<file path="src/hw/rtl/bresenham_line_rasterizer_assert.svh">
// Assertion macros shared by the line rasterizer modules.
`ifndef BRESENHAM_LINE_RASTERIZER_ASSERT_SVH
`define BRESENHAM_LINE_RASTERIZER_ASSERT_SVH

// The consequence must hold in the same cycle as the condition.
`define BLR_ASSERT_SAME(label, clk, rst, cond, conseq) \
  label: assert property (@(posedge clk) disable iff (rst) (cond) |-> (conseq)) \
    else $error("line rasterizer check failed in the same cycle");

// The consequence must hold in the cycle after the condition.
`define BLR_ASSERT_NEXT(label, clk, rst, cond, conseq) \
  label: assert property (@(posedge clk) disable iff (rst) (cond) |=> (conseq)) \
    else $error("line rasterizer check failed in the following cycle");

`endif

</file>
<file path="src/hw/rtl/blr_pkg.sv">
// Package with the types and constants of the line rasterizer.
`default_nettype none

package blr_pkg;

  // Coordinate and arithmetic widths.
  localparam int COORD_BITS     = 10;
  localparam int DIM_BITS       = 10;
  localparam int COLOR_BITS     = 32;
  localparam int ERR_BITS       = COORD_BITS + 3;
  localparam int CFG_INDEX_BITS = 1;

  // Command codes.
  localparam logic CMD_LOAD    = 1'b0;
  localparam logic CMD_ADVANCE = 1'b1;

  // Configuration register indexes.
  localparam logic [CFG_INDEX_BITS-1:0] REG_SCREEN_WIDTH  = 1'd0;
  localparam logic [CFG_INDEX_BITS-1:0] REG_SCREEN_HEIGHT = 1'd1;

  // Reset values of the configuration registers.
  localparam logic [DIM_BITS-1:0] SCREEN_WIDTH_RESET  = 10'd240;
  localparam logic [DIM_BITS-1:0] SCREEN_HEIGHT_RESET = 10'd240;

  // One input item.
  typedef struct packed {
    logic                  command;
    logic [COORD_BITS-1:0] from_x;
    logic [COORD_BITS-1:0] from_y;
    logic [COORD_BITS-1:0] to_x;
    logic [COORD_BITS-1:0] to_y;
    logic [COLOR_BITS-1:0] line_color;
  } blr_in_t;

  // One result item.
  typedef struct packed {
    logic [COORD_BITS-1:0] pixel_x;
    logic [COORD_BITS-1:0] pixel_y;
    logic [COLOR_BITS-1:0] pixel_color;
    logic                  on_screen;
    logic                  last_pixel;
  } blr_out_t;

  // Classified command with its line set-up, as held in the queue.
  typedef struct packed {
    logic                        is_load;
    logic [COORD_BITS-1:0]       from_x;
    logic [COORD_BITS-1:0]       from_y;
    logic [COORD_BITS-1:0]       to_x;
    logic [COORD_BITS-1:0]       to_y;
    logic [COORD_BITS-1:0]       span_x;
    logic [COORD_BITS-1:0]       span_y;
    logic                        step_x_down;
    logic                        step_y_down;
    logic signed [ERR_BITS-1:0]  err_init;
    logic [COLOR_BITS-1:0]       color;
  } blr_cmd_t;

  // Screen limits handed to the stepping stage.
  typedef struct packed {
    logic [DIM_BITS-1:0] screen_width;
    logic [DIM_BITS-1:0] screen_height;
  } blr_screen_t;

endpackage

`default_nettype wire

</file>
<file path="src/hw/rtl/blr_front.sv">
// Front stage: accepts commands, classifies them and works out the line set-up.
`default_nettype none

module blr_front
  import blr_pkg::*;
(
  input  wire logic     in_valid,
  output logic          in_stall,
  input  wire blr_in_t  in_data,
  input  wire logic     queue_full,
  output logic          push,
  output blr_cmd_t      push_data
);

  logic x_up;
  logic y_up;

  // A command is taken whenever the queue has room.
  assign in_stall = queue_full;
  assign push     = in_valid && !queue_full;

  // Direction of travel on each axis; equal coordinates count as stepping down.
  assign x_up = in_data.from_x < in_data.to_x;
  assign y_up = in_data.from_y < in_data.to_y;

  // Absolute spans, step directions and the starting error term.
  always_comb begin
    push_data.is_load     = (in_data.command == CMD_LOAD);
    push_data.from_x      = in_data.from_x;
    push_data.from_y      = in_data.from_y;
    push_data.to_x        = in_data.to_x;
    push_data.to_y        = in_data.to_y;
    push_data.span_x      = x_up ? (in_data.to_x - in_data.from_x)
                                 : (in_data.from_x - in_data.to_x);
    push_data.span_y      = y_up ? (in_data.to_y - in_data.from_y)
                                 : (in_data.from_y - in_data.to_y);
    push_data.step_x_down = !x_up;
    push_data.step_y_down = !y_up;
    push_data.err_init    = $signed({{(ERR_BITS-COORD_BITS){1'b0}}, push_data.span_x})
                          - $signed({{(ERR_BITS-COORD_BITS){1'b0}}, push_data.span_y});
    push_data.color       = in_data.line_color;
  end

endmodule

`default_nettype wire

</file>
<file path="src/hw/rtl/blr_queue.sv">
// Short command queue between the front and the stepping stage.
`default_nettype none

module blr_queue
  import blr_pkg::*;
#(
  parameter int DEPTH = 2
) (
  input  wire logic     clk,
  input  wire logic     rst,
  input  wire logic     push,
  input  wire blr_cmd_t push_data,
  output logic          full,
  output logic          pop_valid,
  input  wire logic     pop,
  output blr_cmd_t      pop_data
);

  `include "bresenham_line_rasterizer_assert.svh"

  localparam int PTR_BITS = (DEPTH > 1) ? $clog2(DEPTH) : 1;
  localparam int CNT_BITS = $clog2(DEPTH + 1);

  blr_cmd_t            entries [DEPTH];
  logic [PTR_BITS-1:0] wr_ptr;
  logic [PTR_BITS-1:0] rd_ptr;
  logic [CNT_BITS-1:0] count;

  assign full      = (count == CNT_BITS'(DEPTH));
  assign pop_valid = (count != '0);
  assign pop_data  = entries[rd_ptr];

  // Storage is written at the write pointer on every transfer in.
  always_ff @(posedge clk) begin
    if (push) begin
      entries[wr_ptr] <= push_data;
    end
  end

  // Pointers wrap at the depth; the count follows pushes and pops.
  always_ff @(posedge clk) begin
    if (rst) begin
      wr_ptr <= '0;
      rd_ptr <= '0;
      count  <= '0;
    end else begin
      if (push) begin
        wr_ptr <= (wr_ptr == PTR_BITS'(DEPTH - 1)) ? '0 : wr_ptr + 1'b1;
      end
      if (pop) begin
        rd_ptr <= (rd_ptr == PTR_BITS'(DEPTH - 1)) ? '0 : rd_ptr + 1'b1;
      end
      if (push && !pop) begin
        count <= count + 1'b1;
      end else if (pop && !push) begin
        count <= count - 1'b1;
      end
    end
  end

  `BLR_ASSERT_SAME(a_count_bounded, clk, rst, 1'b1, count <= CNT_BITS'(DEPTH))
  `BLR_ASSERT_SAME(a_no_pop_empty, clk, rst, pop, count != '0)
  `BLR_ASSERT_SAME(a_no_push_full, clk, rst, push, !full)

endmodule

`default_nettype wire

</file>
<file path="src/hw/rtl/blr_back.sv">
// Stepping stage: keeps the line state and emits one pixel per advance while a line is in progress.
`default_nettype none

module blr_back
  import blr_pkg::*;
(
  input  wire logic        clk,
  input  wire logic        rst,
  input  wire blr_screen_t screen,
  input  wire logic        cmd_valid,
  input  wire blr_cmd_t    cmd,
  output logic             cmd_pop,
  output logic             out_valid,
  input  wire logic        out_stall,
  output blr_out_t         out_data
);

  `include "bresenham_line_rasterizer_assert.svh"

  logic                       busy;
  logic [COORD_BITS-1:0]      pos_x;
  logic [COORD_BITS-1:0]      pos_y;
  logic [COORD_BITS-1:0]      target_x;
  logic [COORD_BITS-1:0]      target_y;
  logic [COORD_BITS-1:0]      span_x;
  logic [COORD_BITS-1:0]      span_y;
  logic                       step_x_down;
  logic                       step_y_down;
  logic signed [ERR_BITS-1:0] err_acc;
  logic [COLOR_BITS-1:0]      held_color;

  logic                       back_go;
  logic                       emit;
  logic signed [ERR_BITS-1:0] err_x2;
  logic signed [ERR_BITS-1:0] span_x_s;
  logic signed [ERR_BITS-1:0] span_y_s;
  logic                       x_test;
  logic                       y_test;
  logic                       x_done;
  logic                       done;
  logic                       step_x;
  logic                       step_y;
  logic signed [ERR_BITS-1:0] err_acc_next;

  // The stage moves when its output register is empty or being drained.
  assign back_go = !out_valid || !out_stall;
  assign cmd_pop = cmd_valid && back_go;
  assign emit    = cmd_pop && !cmd.is_load && busy;

  // Both axis tests use the doubled error taken before any update.
  assign err_x2   = err_acc <<< 1;
  assign span_x_s = $signed({{(ERR_BITS-COORD_BITS){1'b0}}, span_x});
  assign span_y_s = $signed({{(ERR_BITS-COORD_BITS){1'b0}}, span_y});
  assign x_test   = err_x2 >= -span_y_s;
  assign y_test   = err_x2 <= span_x_s;
  assign x_done   = x_test && (pos_x == target_x);
  assign done     = x_done || (y_test && (pos_y == target_y));
  assign step_x   = x_test && (pos_x != target_x);
  assign step_y   = !x_done && y_test && (pos_y != target_y);

  always_comb begin
    err_acc_next = err_acc;
    if (step_x) begin
      err_acc_next = err_acc_next - span_y_s;
    end
    if (step_y) begin
      err_acc_next = err_acc_next + span_x_s;
    end
  end

  // Line state: a load replaces it, an advance steps it.
  always_ff @(posedge clk) begin
    if (rst) begin
      busy <= 1'b0;
    end else if (cmd_pop) begin
      if (cmd.is_load) begin
        busy <= 1'b1;
      end else if (busy && done) begin
        busy <= 1'b0;
      end
    end
  end

  always_ff @(posedge clk) begin
    if (cmd_pop && cmd.is_load) begin
      pos_x       <= cmd.from_x;
      pos_y       <= cmd.from_y;
      target_x    <= cmd.to_x;
      target_y    <= cmd.to_y;
      span_x      <= cmd.span_x;
      span_y      <= cmd.span_y;
      step_x_down <= cmd.step_x_down;
      step_y_down <= cmd.step_y_down;
      err_acc     <= cmd.err_init;
      held_color  <= cmd.color;
    end else if (emit) begin
      err_acc <= err_acc_next;
      if (step_x) begin
        pos_x <= step_x_down ? pos_x - 1'b1 : pos_x + 1'b1;
      end
      if (step_y) begin
        pos_y <= step_y_down ? pos_y - 1'b1 : pos_y + 1'b1;
      end
    end
  end

  // Output register: holds a pixel until its transfer completes.
  always_ff @(posedge clk) begin
    if (rst) begin
      out_valid <= 1'b0;
    end else if (back_go) begin
      out_valid <= emit;
    end
  end

  always_ff @(posedge clk) begin
    if (emit) begin
      out_data.pixel_x     <= pos_x;
      out_data.pixel_y     <= pos_y;
      out_data.pixel_color <= held_color;
      out_data.on_screen   <= (pos_x < screen.screen_width)
                           && (pos_y < screen.screen_height);
      out_data.last_pixel  <= done;
    end
  end

  `BLR_ASSERT_NEXT(a_last_goes_idle, clk, rst, emit && done, !busy)
  `BLR_ASSERT_NEXT(a_load_goes_busy, clk, rst, cmd_pop && cmd.is_load, busy)
  `BLR_ASSERT_NEXT(a_emit_shows_pixel, clk, rst, emit, out_valid)

endmodule

`default_nettype wire

</file>
<file path="src/hw/rtl/bresenham_line_rasterizer.sv">
// Top level of the line rasterizer: configuration registers and stage wiring.
//
// Usage: the input channel (in_valid, in_stall, in_data) carries commands.
// A load command latches two endpoints and a colour and gives no result.
// Each advance command emits the current pixel of the line on the output
// channel (out_valid, out_stall, out_data) and steps towards the end point;
// the end point is flagged as the last pixel, and advances with no line in
// progress give no result. A transfer happens on a rising edge with valid
// high and stall low.
// An accepted advance waits in the queue until the stepping stage takes it;
// its pixel is then registered in the output register. Throughput: one
// command per cycle while the output is not stalled; the stepping stage
// computes its error update combinationally, and a small command queue
// decouples front and back. A stalled receiver holds the output register;
// the queue then fills and in_stall rises once it is full. Screen width and
// height are written through cfg_write, cfg_index and cfg_data; the user must
// write them only while the block is idle, which the block itself does not
// enforce; both reset to 240. Reset (rst, synchronous) empties the queue
// and output and leaves the block with no line in progress.
`default_nettype none

module bresenham_line_rasterizer
  import blr_pkg::*;
#(
  parameter int QUEUE_DEPTH = 2
) (
  input  wire logic                      clk,
  input  wire logic                      rst,
  input  wire logic                      cfg_write,
  input  wire logic [CFG_INDEX_BITS-1:0] cfg_index,
  input  wire logic [DIM_BITS-1:0]       cfg_data,
  input  wire logic                      in_valid,
  output logic                           in_stall,
  input  wire blr_in_t                   in_data,
  output logic                           out_valid,
  input  wire logic                      out_stall,
  output blr_out_t                       out_data
);

  blr_screen_t screen;
  logic        queue_full;
  logic        push;
  blr_cmd_t    push_data;
  logic        cmd_valid;
  logic        cmd_pop;
  blr_cmd_t    cmd;

  // Configuration registers.
  always_ff @(posedge clk) begin
    if (rst) begin
      screen.screen_width  <= SCREEN_WIDTH_RESET;
      screen.screen_height <= SCREEN_HEIGHT_RESET;
    end else if (cfg_write) begin
      case (cfg_index)
        REG_SCREEN_WIDTH: begin
          screen.screen_width <= cfg_data;
        end
        REG_SCREEN_HEIGHT: begin
          screen.screen_height <= cfg_data;
        end
        default: begin
        end
      endcase
    end
  end

  // Command intake and set-up.
  blr_front u_front (
    .in_valid   (in_valid),
    .in_stall   (in_stall),
    .in_data    (in_data),
    .queue_full (queue_full),
    .push       (push),
    .push_data  (push_data)
  );

  // Queue between the two sides.
  blr_queue #(
    .DEPTH (QUEUE_DEPTH)
  ) u_queue (
    .clk       (clk),
    .rst       (rst),
    .push      (push),
    .push_data (push_data),
    .full      (queue_full),
    .pop_valid (cmd_valid),
    .pop       (cmd_pop),
    .pop_data  (cmd)
  );

  // Line stepping and pixel output.
  blr_back u_back (
    .clk       (clk),
    .rst       (rst),
    .screen    (screen),
    .cmd_valid (cmd_valid),
    .cmd       (cmd),
    .cmd_pop   (cmd_pop),
    .out_valid (out_valid),
    .out_stall (out_stall),
    .out_data  (out_data)
  );

endmodule

`default_nettype wire
</file>
<file path="config.mk">
export PLATFORM = sky130hd
export DESIGN_NAME = bresenham_line_rasterizer
export DESIGN_NICKNAME = d
export VERILOG_FILES = /design/src/hw/rtl/blr_pkg.sv /design/src/hw/rtl/blr_front.sv /design/src/hw/rtl/blr_queue.sv /design/src/hw/rtl/blr_back.sv /design/src/hw/rtl/bresenham_line_rasterizer.sv
export VERILOG_INCLUDE_DIRS = /design/src /design/src/hw/rtl
export SDC_FILE = /design/constraint.sdc
export NUM_CORES = 1
export LEC_CHECK = 0
export BUFFER_PORTS_ARGS = -buffer_cell sky130_fd_sc_hd__buf_2
export CAP_MARGIN = 5
export CORE_MARGIN = 3
export CORE_UTILIZATION = 55
export CTS_CLUSTER_DIAMETER = 50
export DETAILED_ROUTE_END_ITERATION = 6
export PLACE_DENSITY_LB_ADDON = 0.2
export SYNTH_ARGS = -nofsm -noshare
export SYNTH_HDL_FRONTEND = slang
export SYNTH_SLANG_ARGS = --single-unit
</file>
<file path="constraint.sdc">
create_clock -name clk -period 12.36 [get_ports clk]
set_input_delay 0.618 -clock clk [delete_from_list [all_inputs] [get_ports clk]]
set_output_delay 0.618 -clock clk [all_outputs]
set_load 0.005 [all_outputs]
</file>
==> metrics.cfg <==
[run_status]
outcome = finished, final reports clean

[layout]
fin_util_pct = 64.26
drive_above_1_share_pct = 19.90
syn2layout_area_growth_pct = 14.30
nets = 1825

[synth]
async_flop_share_pct = 0
netlist_instances = 1436
synth_top_area_share_pct = 58.67
syn_area_per_cell_um2 = 13.26
synth-main-ff-cell = edfxtp_1
yosys-top-cells-count = edfxtp_1, inv_1, ha_1
synth_edf_count = 372
netlist_area_um2 = 19040
synth.yosys.seq_area_share_pct = 61.51
yosysWarnings = 0
ys_ff_latch = 399
yosys.cell_count.top_type = edfxtp_1
synth_top_area_cell = edfxtp_1
syn_nets = 1659
ys_top_cells_by_area = edfxtp_1, ha_1, mux2_2
synth_cell_type_count = 66

[clock_tree]
holdBufCountCts = 0
clock_latency_ns = 0.57
cts_tree = built
cts.repair.resized = 0
cts_sinks = 399
clockRootBuffer = clkbuf_16
cts_setup_buffers = 0
clk_path_buf_depth = 3
cts.clk_slew.worst_paths_ns = 0.06
cts_buffers = 46
htreeDepth = 2

[floorplan]
die_x_um = 192.1
core_um2 = 33870
die_area_um2 = 36890
ios = 145
initial_core_util_pct = 56.22
rows = 67
dieHeight_um = 192.1

[setup_path]
startpoint = u_back.span_y[2]
worstPathMaxFanout = 13
critPathRequiredTime_ns = 12.66
start_kind = flip-flop
critPathKind = flip-flop to flip-flop
cp_slowest_stage_delay_ns = 0.57
critPathSlowestCell = o41ai_1
path_cells = inv_1 > nand4_1 > nor2_1 > nand2_1 > nor3_1 > xnor2_1 > ha_1 > nand3_1 > nor3_1 > o31ai_1 > a21oi_1 > nand2_1 > mux2_2 > ha_1 > a21oi_1 > o211ai_1 > o41ai_1 > o21ai_0 > o21a_1 > a211oi_1 > o31ai_1
critPathBufInv = 1
cpLargestDelayFamily = compound AO/OA/AOI/OAI gates
reg2reg_depth = 21
endpoint_kind = flip-flop
path_depth = 21
r2r-start = u_back.span_y[2]
crit_arrival_ns = 5.63

[run]
drv_cap = 0

[detailed_routing]
drcViolationCount = 0
drt_iter0_drc = 526
drtPass1Iterations = 5
vias = 11535
drt_wl_total_um = 39920
vias_per_cell = 5.538
antenna_left = 0
wire_per_inst_um = 19.16

[placement]
gp_congestion = 0.8840
dp.final_hpwl_um = 28300
numPortBuffers = 144

[global_route]
grt_pass1_vias = 11503
grt_pass1_wl_um = 62270
grt_usage_pct = 22.18
grt-ovfl-total = 0
antenna_found_initial = 0
grt_max_degree = 60

[power_and_ir_drop]
ir_drop_uv = 149.7
power.leakage_uw = 0.008446
power_density_nw_per_um2 = 254.0

[sta]
rsz0062_at_grt = false
drv_slew = 0
skew_ns = 0.02105
fin_crit_ns = 5.333
hold_violations = 0
fmax_ghz = 0.1875
period_share_pct = 43.15
tns_ns = 0
worst_pin_slew_ns = 1.121
setup-violations-final = 0
relSlewSlack_pct = 25.29

[hold_path]
hp-class = primary input to flip-flop
hold_depth = 1
min_from = in_data[31]

## cells in the final DEF, fill, tap and decap left out, types with 25 or more instances in the layout
cell / n
edfxtp_1: 372
buf_2: 144
inv_1: 131
ha_1: 125
nand2_1: 91
a21oi_1: 89
mux2_2: 87
nor2_1: 73
xnor2_1: 52
clkbuf_16: 49
o21ai_0: 44
xor2_1: 27
dfxtp_1: 26
mux2i_1: 25
## logic make-up (layout without fill, tap and decap cells)
kind of cell,after synthesis,in the layout,share of synthesized area (%)
AOI/OAI and AO/OA,258,258,8.681
xor gates and xnor gates,79,79,3.634
adders and majority gates,134,134,9.160
buffers and inverters,171,368,3.424
DFF,399,399,61.51
muxes,112,112,6.459
other,0,2,0
and+or+nand+nor,283,283,7.136
## cell type report
cell class                 instances  area, µm²
antenna                            2      5.005
clock inverter                    23      222.7
inverter                         133      501.7
fill                            2553      12100
multi-input combinational        866       6695
clock buffer                      56       1252
timing repair buffer             156      810.8
sequential                       399      11720
tap                              448      560.5
## power by group
group          switching, µW  leakage (µW)  internal, µW
Sequential               193       0.00367          1960
Combinational           1180       0.00406           883
Clock                    524      0.000711           786
Total                   1900       0.00845          3630
## sequential cells by signal, summed over array words and instances, names as in the netlist, 2 cells and up, named ones only
signal / flops
u_queue.entries: 212
u_back.out_data: 54
u_back.held_color: 32
screen: 20
u_back.err_acc: 12
u_back.pos_x: 10
u_back.pos_y: 10
u_back.span_x: 10
u_back.span_y: 10
u_back.target_x: 10
u_back.target_y: 10
u_queue.count: 2
## per-layer routing
layer / track usage [%] / wire length (µm) / part of all wire (%) / up-vias
met1: 30.80 / 18080 / 45 / 5583
met2: 35.51 / 18480 / 46 / 285
met4: 6.641 / 983 / 2.5 / 0
li1: - / - / - / 5592
met3: 4.672 / 2372 / 5.9 / 75
met5: 0 / 0 / 0 / -
## through the flow
step	power, µW	area [µm²]	setup WS (ns)	instances	hold WS (ns)
floorplan	3709	19040	6.673	1436	0.4003
CTS	5572	21760	7.046	2081	0.2134
global route	5929	21760	6.545	2081	0.2180
finish	5528	21760	7.027	2083	0.2501
global placement	4175	20280	7.191	2002	0.4016
detailed placement	4243	20280	7.059	2002	0.4054
## worst register-to-register path: stages, from the launching register on
cell	delay [ns]
edfxtp_1	0.42
inv_1	0.14
nand4_1	0.13
nor2_1	0.14
nand2_1	0.12
nor3_1	0.19
xnor2_1	0.09
ha_1	0.29
nand3_1	0.10
nor3_1	0.19
o31ai_1	0.12
a21oi_1	0.34
nand2_1	0.40
mux2_2	0.43
ha_1	0.28
a21oi_1	0.17
o211ai_1	0.16
o41ai_1	0.57
o21ai_0	0.25
o21a_1	0.23
a211oi_1	0.24
o31ai_1	0.10
## worst paths after layout
kind	end	slack, ns
worst min-delay path	u_queue.entries[0][31]	0.25
worst max register to register	u_back.err_acc[11]	7.03
worst max-delay path	u_back.err_acc[11]	7.03
worst min register to register	u_back.out_data[8]	0.42
Power figures use the tool's default switching activity.
